===== config.mk =====
export PLATFORM = sky130hd
export DESIGN_NAME = motor_runaway_stall_detector
export DESIGN_NICKNAME = d
export VERILOG_FILES = /design/src/rtl/msd_pkg.sv /design/src/rtl/motor_runaway_stall_detector.sv /design/src/rtl/msd_fifo.sv /design/src/rtl/msd_front.sv /design/src/rtl/msd_back.sv
export VERILOG_INCLUDE_DIRS = /design/src /design/src/rtl
export SDC_FILE = /design/constraint.sdc
export NUM_CORES = 1
export LEC_CHECK = 0
export ABC_AREA = 1
export BUFFER_PORTS_ARGS = -buffer_cell sky130_fd_sc_hd__buf_4
export CAP_MARGIN = 20
export CORE_MARGIN = 5
export CORE_UTILIZATION = 55
export CTS_BUF_LIST = sky130_fd_sc_hd__clkbuf_8
export CTS_CLUSTER_SIZE = 40
export DETAILED_ROUTE_END_ITERATION = 12
export PLACE_DENSITY = 0.74
export SYNTH_ARGS = -nofsm -noshare
export SYNTH_HDL_FRONTEND = slang
export SYNTH_SLANG_ARGS = --single-unit

===== constraint.sdc =====
create_clock -name clk -period 5.6 [get_ports clk]
set_input_delay 1.12 -clock clk [delete_from_list [all_inputs] [get_ports clk]]
set_output_delay 1.12 -clock clk [all_outputs]
set_load 0.02 [all_outputs]

===== src/rtl/motor_runaway_stall_detector_defines.svh =====
// Assertion macros used by the back stage (msd_back).
`ifndef MOTOR_RUNAWAY_STALL_DETECTOR_DEFINES_SVH
`define MOTOR_RUNAWAY_STALL_DETECTOR_DEFINES_SVH

// The consequent must hold in the same cycle as the antecedent.
`define MSD_ASSERT_NOW(label, ante, cons, msg) \
    label: assert property (@(posedge clk) disable iff (!rst_n) (ante) |-> (cons)) \
        else $error(msg);

// The consequent must hold in the cycle after the antecedent.
`define MSD_ASSERT_NEXT(label, ante, cons, msg) \
    label: assert property (@(posedge clk) disable iff (!rst_n) (ante) |=> (cons)) \
        else $error(msg);

`endif


===== src/rtl/msd_pkg.sv =====
package msd_pkg;

    localparam int JOINT_COUNT_DEF = 8;
    localparam int QUEUE_DEPTH_DEF = 2;

    localparam int JOINT_W     = 3;
    localparam int MODE_W      = 3;
    localparam int EFFORT_W    = 16;
    localparam int VEL_W       = 24;
    localparam int ANGLE_W     = 24;
    localparam int TIME_W      = 32;
    localparam int EFFORT_THR_W = 16;
    localparam int VEL_LIMIT_W = 23;
    localparam int ERR_THR_W   = 24;
    localparam int WINDOW_W    = 16;
    localparam int CFG_INDEX_W = 2;
    localparam int CFG_DATA_W  = 24;

    localparam logic [MODE_W-1:0] MODE_IDLE     = 3'd0;
    localparam logic [MODE_W-1:0] MODE_POSITION = 3'd1;
    localparam logic [MODE_W-1:0] MODE_HOLD     = 3'd2;

    localparam logic FUNC_CLEAR = 1'b1;

    localparam logic [EFFORT_THR_W-1:0] EFFORT_THR_RST = 16'd9830;
    localparam logic [VEL_LIMIT_W-1:0]  VEL_LIMIT_RST  = 23'd192;
    localparam logic [ERR_THR_W-1:0]    ERR_THR_RST    = 24'd512;
    localparam logic [WINDOW_W-1:0]     WINDOW_RST     = 16'd1500;

    typedef enum logic [CFG_INDEX_W-1:0] {
        REG_EFFORT_THR = 2'd0,
        REG_VEL_LIMIT  = 2'd1,
        REG_ERR_THR    = 2'd2,
        REG_WINDOW     = 2'd3
    } cfg_reg_t;

    typedef struct packed {
        logic [EFFORT_THR_W-1:0] effort_thr;
        logic [VEL_LIMIT_W-1:0]  vel_limit;
        logic [ERR_THR_W-1:0]    err_thr;
    } thresholds_t;

    typedef struct packed {
        logic               func;
        logic               joint_ok;
        logic [JOINT_W-1:0] joint;
        logic               idle;
        logic               suspicious;
        logic [TIME_W-1:0]  now;
    } front_item_t;

    typedef struct packed {
        logic [JOINT_W-1:0] joint;
        logic               raised;
        logic               faulted;
        logic               straining;
    } result_t;

endpackage


===== src/rtl/motor_runaway_stall_detector.sv =====
// Channel   Handshake            Payload
// input     push / full          func, joint_index, mode, effort, velocity, setpoint,
//                                angle, now_ms
// result    empty / pop          joint_echo, fault_raised, is_faulted, is_straining
// config    cfg_write            cfg_index, cfg_data
//
// One item is accepted per cycle while full is low. Its result passes through the mid queue
// and the result queue before it is shown on the result ports.
// The back stage reads the joint state table combinationally and updates it at the transfer, so samples for the
// same joint may follow each other without a gap.
// A stalled result side fills the two queues; full then rises.
// Reset clears the joint flags and loads the register defaults; no clearing pass.
module motor_runaway_stall_detector #(
    parameter int JOINT_COUNT = msd_pkg::JOINT_COUNT_DEF,
    parameter int QUEUE_DEPTH = msd_pkg::QUEUE_DEPTH_DEF
) (
    input  logic                                  clk,
    input  logic                                  rst_n,
    input  logic                                  push,
    output logic                                  full,
    input  logic                                  func,
    input  logic        [msd_pkg::JOINT_W-1:0]    joint_index,
    input  logic        [msd_pkg::MODE_W-1:0]     mode,
    input  logic signed [msd_pkg::EFFORT_W-1:0]   effort,
    input  logic signed [msd_pkg::VEL_W-1:0]      velocity,
    input  logic signed [msd_pkg::ANGLE_W-1:0]    setpoint,
    input  logic signed [msd_pkg::ANGLE_W-1:0]    angle,
    input  logic        [msd_pkg::TIME_W-1:0]     now_ms,
    output logic                                  empty,
    input  logic                                  pop,
    output logic        [msd_pkg::JOINT_W-1:0]    joint_echo,
    output logic                                  fault_raised,
    output logic                                  is_faulted,
    output logic                                  is_straining,
    input  logic                                  cfg_write,
    input  logic        [msd_pkg::CFG_INDEX_W-1:0] cfg_index,
    input  logic        [msd_pkg::CFG_DATA_W-1:0]  cfg_data
);

    import msd_pkg::*;

    logic [EFFORT_THR_W-1:0] effort_thr_reg;
    logic [VEL_LIMIT_W-1:0]  vel_limit_reg;
    logic [ERR_THR_W-1:0]    err_thr_reg;
    logic [WINDOW_W-1:0]     window_reg;
    thresholds_t             thr;
    front_item_t             front_item;
    front_item_t             back_item;
    logic                    mid_empty;
    logic                    mid_pop;
    logic                    res_full;
    logic                    res_push;
    result_t                 back_res;
    result_t                 out_res;

    always_ff @(posedge clk or negedge rst_n)
    begin
        if (!rst_n)
        begin
            effort_thr_reg <= EFFORT_THR_RST;
            vel_limit_reg  <= VEL_LIMIT_RST;
            err_thr_reg    <= ERR_THR_RST;
            window_reg     <= WINDOW_RST;
        end
        else if (cfg_write)
        begin
            unique case (cfg_reg_t'(cfg_index))
                REG_EFFORT_THR: effort_thr_reg <= cfg_data[EFFORT_THR_W-1:0];
                REG_VEL_LIMIT:  vel_limit_reg  <= cfg_data[VEL_LIMIT_W-1:0];
                REG_ERR_THR:    err_thr_reg    <= cfg_data[ERR_THR_W-1:0];
                REG_WINDOW:     window_reg     <= cfg_data[WINDOW_W-1:0];
                default:        window_reg     <= window_reg;
            endcase
        end
    end

    assign thr.effort_thr = effort_thr_reg;
    assign thr.vel_limit  = vel_limit_reg;
    assign thr.err_thr    = err_thr_reg;

    msd_front #(
        .JOINT_COUNT (JOINT_COUNT)
    ) u_front (
        .func        (func),
        .joint_index (joint_index),
        .mode        (mode),
        .effort      (effort),
        .velocity    (velocity),
        .setpoint    (setpoint),
        .angle       (angle),
        .now_ms      (now_ms),
        .thr         (thr),
        .item        (front_item)
    );

    msd_fifo #(
        .WIDTH ($bits(front_item_t)),
        .DEPTH (QUEUE_DEPTH)
    ) u_mid_queue (
        .clk   (clk),
        .rst_n (rst_n),
        .push  (push),
        .full  (full),
        .wdata (front_item),
        .pop   (mid_pop),
        .empty (mid_empty),
        .rdata (back_item)
    );

    msd_back #(
        .JOINT_COUNT (JOINT_COUNT)
    ) u_back (
        .clk        (clk),
        .rst_n      (rst_n),
        .item       (back_item),
        .item_valid (!mid_empty),
        .item_pop   (mid_pop),
        .res_full   (res_full),
        .res_push   (res_push),
        .res        (back_res),
        .window     (window_reg)
    );

    msd_fifo #(
        .WIDTH ($bits(result_t)),
        .DEPTH (QUEUE_DEPTH)
    ) u_out_queue (
        .clk   (clk),
        .rst_n (rst_n),
        .push  (res_push),
        .full  (res_full),
        .wdata (back_res),
        .pop   (pop),
        .empty (empty),
        .rdata (out_res)
    );

    assign joint_echo   = out_res.joint;
    assign fault_raised = out_res.raised;
    assign is_faulted   = out_res.faulted;
    assign is_straining = out_res.straining;

endmodule


===== src/rtl/msd_fifo.sv =====
module msd_fifo #(
    parameter int WIDTH = 8,
    parameter int DEPTH = 2
) (
    input  logic             clk,
    input  logic             rst_n,
    input  logic             push,
    output logic             full,
    input  logic [WIDTH-1:0] wdata,
    input  logic             pop,
    output logic             empty,
    output logic [WIDTH-1:0] rdata
);

    localparam int PTR_W = (DEPTH > 1) ? $clog2(DEPTH) : 1;
    localparam int CNT_W = $clog2(DEPTH + 1);

    logic [WIDTH-1:0] mem_reg [DEPTH];
    logic [PTR_W-1:0] wr_ptr_reg, wr_ptr_next;
    logic [PTR_W-1:0] rd_ptr_reg, rd_ptr_next;
    logic [CNT_W-1:0] count_reg, count_next;
    logic             push_ok;
    logic             pop_ok;

    assign full    = (count_reg == CNT_W'(DEPTH));
    assign empty   = (count_reg == '0);
    assign push_ok = push && !full;
    assign pop_ok  = pop && !empty;
    assign rdata   = mem_reg[rd_ptr_reg];

    always_comb
    begin
        wr_ptr_next = wr_ptr_reg;
        rd_ptr_next = rd_ptr_reg;
        count_next  = count_reg;
        if (push_ok)
        begin
            wr_ptr_next = (wr_ptr_reg == PTR_W'(DEPTH - 1)) ? '0 : wr_ptr_reg + PTR_W'(1);
        end
        if (pop_ok)
        begin
            rd_ptr_next = (rd_ptr_reg == PTR_W'(DEPTH - 1)) ? '0 : rd_ptr_reg + PTR_W'(1);
        end
        if (push_ok && !pop_ok)
        begin
            count_next = count_reg + CNT_W'(1);
        end
        else if (pop_ok && !push_ok)
        begin
            count_next = count_reg - CNT_W'(1);
        end
    end

    always_ff @(posedge clk or negedge rst_n)
    begin
        if (!rst_n)
        begin
            wr_ptr_reg <= '0;
            rd_ptr_reg <= '0;
            count_reg  <= '0;
        end
        else
        begin
            wr_ptr_reg <= wr_ptr_next;
            rd_ptr_reg <= rd_ptr_next;
            count_reg  <= count_next;
        end
    end

    always_ff @(posedge clk)
    begin
        if (push_ok)
        begin
            mem_reg[wr_ptr_reg] <= wdata;
        end
    end

endmodule


===== src/rtl/msd_front.sv =====
module msd_front #(
    parameter int JOINT_COUNT = 8
) (
    input  logic                                      func,
    input  logic        [msd_pkg::JOINT_W-1:0]        joint_index,
    input  logic        [msd_pkg::MODE_W-1:0]         mode,
    input  logic signed [msd_pkg::EFFORT_W-1:0]       effort,
    input  logic signed [msd_pkg::VEL_W-1:0]          velocity,
    input  logic signed [msd_pkg::ANGLE_W-1:0]        setpoint,
    input  logic signed [msd_pkg::ANGLE_W-1:0]        angle,
    input  logic        [msd_pkg::TIME_W-1:0]         now_ms,
    input  msd_pkg::thresholds_t                      thr,
    output msd_pkg::front_item_t                      item
);

    import msd_pkg::*;

    logic signed [EFFORT_W:0]  eff_ext;
    logic        [EFFORT_W:0]  eff_mag;
    logic signed [VEL_W:0]     vel_ext;
    logic        [VEL_W:0]     vel_mag;
    logic signed [ANGLE_W:0]   pos_err;
    logic        [ANGLE_W:0]   err_mag;
    logic                      pushing;
    logic                      still;
    logic                      holding;
    logic                      on_target;

    assign eff_ext = {effort[EFFORT_W-1], effort};
    assign eff_mag = eff_ext[EFFORT_W] ? $unsigned(-eff_ext) : $unsigned(eff_ext);
    assign vel_ext = {velocity[VEL_W-1], velocity};
    assign vel_mag = vel_ext[VEL_W] ? $unsigned(-vel_ext) : $unsigned(vel_ext);
    assign pos_err = {setpoint[ANGLE_W-1], setpoint} - {angle[ANGLE_W-1], angle};
    assign err_mag = pos_err[ANGLE_W] ? $unsigned(-pos_err) : $unsigned(pos_err);

    assign pushing   = (eff_mag >= {1'b0, thr.effort_thr});
    assign still     = (vel_mag <= {2'b0, thr.vel_limit});
    assign holding   = (mode == MODE_POSITION) || (mode == MODE_HOLD);
    assign on_target = (err_mag < {1'b0, thr.err_thr});

    always_comb
    begin
        item.func       = func;
        item.joint_ok   = (int'(joint_index) < JOINT_COUNT);
        item.joint      = joint_index;
        item.idle       = (mode == MODE_IDLE);
        item.suspicious = pushing && still && !(holding && on_target);
        item.now        = now_ms;
    end

endmodule


===== src/rtl/msd_back.sv =====
`include "motor_runaway_stall_detector_defines.svh"

module msd_back #(
    parameter int JOINT_COUNT = 8
) (
    input  logic                                clk,
    input  logic                                rst_n,
    input  msd_pkg::front_item_t                item,
    input  logic                                item_valid,
    output logic                                item_pop,
    input  logic                                res_full,
    output logic                                res_push,
    output msd_pkg::result_t                    res,
    input  logic [msd_pkg::WINDOW_W-1:0]        window
);

    import msd_pkg::*;

    localparam int STORE_DEPTH = (JOINT_COUNT < (1 << JOINT_W)) ? JOINT_COUNT : (1 << JOINT_W);
    localparam int IDX_W       = (STORE_DEPTH > 1) ? $clog2(STORE_DEPTH) : 1;

    logic [STORE_DEPTH-1:0] strain_reg, strain_next;
    logic [STORE_DEPTH-1:0] fault_reg, fault_next;
    logic [TIME_W-1:0]      start_reg [STORE_DEPTH];
    logic                   start_we;
    logic                   go;
    logic                   raised;
    logic [IDX_W-1:0]       idx;
    logic [TIME_W-1:0]      elapsed;

    assign go       = item_valid && !res_full;
    assign item_pop = go;
    assign res_push = go;
    assign idx      = item.joint[IDX_W-1:0];
    assign elapsed  = item.now - start_reg[idx];

    always_comb
    begin
        strain_next = strain_reg;
        fault_next  = fault_reg;
        start_we    = 1'b0;
        raised      = 1'b0;
        if (go && item.joint_ok)
        begin
            if (item.func == FUNC_CLEAR)
            begin
                fault_next[idx]  = 1'b0;
                strain_next[idx] = 1'b0;
            end
            else if (item.idle || fault_reg[idx] || !item.suspicious)
            begin
                strain_next[idx] = 1'b0;
            end
            else if (!strain_reg[idx])
            begin
                strain_next[idx] = 1'b1;
                start_we         = 1'b1;
            end
            else if (elapsed >= {{(TIME_W - WINDOW_W){1'b0}}, window})
            begin
                fault_next[idx]  = 1'b1;
                strain_next[idx] = 1'b0;
                raised           = 1'b1;
            end
        end
        res.joint      = item.joint;
        res.raised     = raised;
        res.faulted    = item.joint_ok && fault_next[idx];
        res.straining  = item.joint_ok && strain_next[idx];
    end

    always_ff @(posedge clk or negedge rst_n)
    begin
        if (!rst_n)
        begin
            strain_reg <= '0;
            fault_reg  <= '0;
        end
        else
        begin
            strain_reg <= strain_next;
            fault_reg  <= fault_next;
        end
    end

    always_ff @(posedge clk)
    begin
        if (start_we)
        begin
            start_reg[idx] <= item.now;
        end
    end

    `MSD_ASSERT_NOW(a_flags_exclusive, 1'b1, ((fault_reg & strain_reg) == '0), "joint both faulted and straining")
    `MSD_ASSERT_NOW(a_raise_sets_fault, (go && res.raised), (res.faulted && !res.straining), "raised transfer without fault flag")
    `MSD_ASSERT_NEXT(a_clear_takes, (go && item.joint_ok && (item.func == FUNC_CLEAR)), (fault_reg[$past(idx)] == 1'b0), "clear left fault flag set")

endmodule

==> flow_metrics.py <==
metrics = {
    "worst_setup_path": {
        "crit_fanout": 9,
        "path_delay_family": "simple AND/OR/NAND/NOR gates",
        "critPathRequiredTime_ns": 5.95,
        "worst_ep_arrival_time_ns": 5.65,
        "cp_slowest_cell": "or4_1",
        "start_kind": "flop",
        "timing.critical_path.buf_inv": 4,
        "slowest_delay_ns": 0.50,
        "r2r_start": "u_mid_queue.rd_ptr_reg$_DFFE_PN0P_",
        "crit_type": "reg -> reg",
        "cp_common_cell": "nand2_1",
        "end_kind": "flop",
        "startpoint": "u_mid_queue.rd_ptr_reg$_DFFE_PN0P_",
    },
    "global_routing": {
        "grt_first_pass_wirelength_um": 103000,
        "grtUsageMet3": 0.0441,
        "grt_use_total": 0.262,
        "grtUsageMet1": 0.339,
        "grt_pass1_vias": 19400,
        "grt_max_degree": 71,
        "use_met2": 0.456,
        "antenna_found_initial": 1,
        "gr-total-overflow": 0,
        "busiest_layer": "met2",
    },
    "synth": {
        "postSynth.asyncResetShare": 0.230,
        "synth_flop_cell": "edfxtp_1",
        "ys_ff_latch": 447,
        "syn_inst": 2646,
        "yosysMostFrequentCell": "nand2_1",
        "synth_top_area_cell": "edfxtp_1",
        "synth_commonest_cells": "nand2_1 (688), inv_1 (387), edfxtp_1 (344)",
        "synth_top_area_frac": 0.422,
        "ys_top_cells_by_area": "edfxtp_1 (42%), nand2_1 (11%), dfrtp_1 (8.8%)",
        "synth_area_um2": 24500,
        "synth_warnings": 0,
        "ys_types": 63,
        "synth-seq-area-share": 0.528,
        "syn_nets": 2944,
        "synth.avg_cell_area_um2": 9.26,
        "synth-edff-count": 344,
    },
    "cts": {
        "cts_tree": "built",
        "hold_buffers": 0,
        "numCtsBuffers": 72,
        "cts_root_buffer": "clkbuf_8",
        "cts_sinks": 447,
        "clk_path_buf_depth": 3,
        "htreeDepth": 3,
        "clkTransAtPathRegs_ns": 0.06,
        "clock_latency_ns": 0.63,
    },
    "floorplan": {
        "die_h_um": 221,
        "core_area_um2": 44100,
        "die_area_um2": 48900,
        "io_pins": 166,
        "row_count": 77,
        "start_util": 0.555,
        "die_w_um": 221,
    },
    "placement": {
        "placed_cells": 3398,
        "io_buffers": 165,
        "gp_congestion": 0.961,
        "pre_cts_ws_ns": 0.164,
        "dp.final_hpwl_um": 47300,
        "placed_area_um2": 26700,
    },
    "detailed_routing": {
        "drt-pass1-iter-count": 6,
        "drc": 0,
        "vias": 19600,
        "drt-total-wl_um": 65600,
        "initialDrtViolationCount": 1536,
        "drt-wirelength-per-cell_um": 18.6,
        "ant_nets": 0,
        "via_per_inst": 5.54,
    },
    "power_and_ir_drop": {
        "leakage_nw": 12.8,
        "p_per_area_nw_per_um2": 572,
        "peakVddDrop_mv": 0.267,
    },
    "sta": {
        "slew_headroom": 0.351,
        "fin_tns_setup_ns": 0,
        "fin_skew_ns": 0.0297,
        "clock.fmax_ghz": 0.188,
        "maxSlewViolCount": 0,
        "fin_crit_sh": 0.948,
        "finalWorstSetupSlack_ns": 0.292,
        "tightestPinTransition_ns": 0.971,
        "setup_viol": 0,
        "hold_viol": 0,
        "fin_crit_ns": 5.31,
    },
    "outcome": {
        "status": "finished clean",
    },
    "hold_path": {
        "min_path_type": "reg -> reg",
        "holdCritStartpoint": "window_reg[5]$_DFFE_PN0P_",
    },
    "layout": {
        "final_nets": 3187,
        "areaGrowthSynthToFinish_pct": 14.9,
        "fin_util": 0.638,
        "largest_reg_flops": 256,
        "drive_gt1_frac": 0.138,
        "final_area_um2": 28200,
        "layout.cells.non_filler": 3536,
        "nFillCells": 3689,
    },
    "run": {
        "drv_cap": 0,
    },
}
worst paths after layout:
path,slack [ns],depth (start not counted),to
worst min register to register,0.48,2,window_reg[5]$_DFFE_PN0P_
max in group asynchronous,3.92,2,window_reg[8]$_DFFE_PN1P_
worst max-delay path,0.29,35,u_out_queue.mem_reg[0][1]$_DFFE_PP_
worst min-delay path,0.48,2,window_reg[5]$_DFFE_PN0P_
min in group asynchronous,0.63,1,u_back.strain_reg[4]$_DFF_PN0_
worst max register to register,0.29,35,u_out_queue.mem_reg[0][1]$_DFFE_PP_
worst min-delay path, stage by stage (launching register included):
cell     delay, ns
dfrtp_1       0.34
nand2_1       0.05
o21ai_0       0.05
cell type report:
| type | count | area (µm²) | area share |
|---|---|---|---|
| clock buffer | 77 | 1060 | 0.0376 |
| tap | 592 | 741 | 0.0263 |
| multi-input combinational | 1749 | 9950 | 0.354 |
| antenna | 1 | 2.50 | 0.0000889 |
| timing repair buffer | 224 | 1710 | 0.0607 |
| clock inverter | 51 | 262 | 0.00929 |
| inverter | 395 | 1500 | 0.0533 |
| sequential | 447 | 12900 | 0.459 |
repair_timing:
| item | in CTS | in global routing |
|---|---|---|
| gates resized for setup | 0 | 18 |
| endpoints found under the setup margin | 0 | 8 |
| buffers inserted | 0 | 9 |
layer usage:
metal / wire, µm / up-vias
met1: 27000 / 9343
met5: 0 / -
met3: 4400 / 117
met2: 32600 / 727
met4: 1660 / 0
li1: - / 9408
power by group:
part,switching [mW],internal (mW),total (mW),leakage [nW]
Combinational,5.97,2.95,8.93,7.67
Clock,1.28,1.32,2.60,0.781
Sequential,0.172,4.40,4.58,4.39
Total,7.42,8.68,16.1,12.8
per-stage QoR:
step                      hold slack [ns]  total power, mW
final                               0.482             16.1
after global routing                0.511             17.4
after CTS                           0.488             16.0
after detailed placement            0.473             13.4
after global placement              0.469             13.2
after floorplan                     0.453             10.7
cells in the final DEF (no fill, tap or decap), drive strengths merged, types with 2 or more instances in the layout:
| cell type | netlist | routed |
|---|---|---|
| a211oi | 4 | 4 |
| a21boi | 3 | 3 |
| a21o | 6 | 6 |
| a21oi | 93 | 93 |
| a221oi | 8 | 8 |
| a22o | 11 | 11 |
| a22oi | 81 | 81 |
| a31oi | 9 | 9 |
| and2 | 5 | 5 |
| and3 | 2 | 2 |
| buf | 15 | 224 |
| clkbuf | 40 | 77 |
| clkinv | 2 | 19 |
| clkinvlp | 0 | 4 |
| dfrtp | 86 | 86 |
| dfstp | 17 | 17 |
| edfxtp | 344 | 344 |
| fa | 2 | 2 |
| ha | 138 | 138 |
| inv | 393 | 422 |
| mux2i | 5 | 5 |
| nand2 | 706 | 706 |
| nand3 | 92 | 92 |
| nand3b | 10 | 10 |
| nand4 | 53 | 53 |
| nor2 | 203 | 203 |
| nor3 | 35 | 35 |
| nor3b | 3 | 3 |
| nor4 | 14 | 14 |
| o211ai | 8 | 8 |
| o21a | 2 | 2 |
| o21ai | 124 | 124 |
| o21bai | 2 | 2 |
| o221ai | 3 | 3 |
| o22ai | 20 | 20 |
| o31ai | 3 | 3 |
| or2 | 10 | 10 |
| or4 | 5 | 5 |
| xnor2 | 23 | 23 |
| xor2 | 62 | 62 |
logic make-up (layout without fill, tap and decap cells):
logic type                 Yosys count  count (layout)  synth area share
and+or+nand+nor                   1139            1139             0.203
buffers and inverters              450             747            0.0698
DFF                                447             447             0.528
AOI/OAI and AO/OA                  380             380            0.0946
adders and majority gates          140             140            0.0721
xor gates and xnor gates            85              85            0.0304
muxes                                5               5           0.00204
other                                0               1                 0
Power figures use the tool's default switching activity.
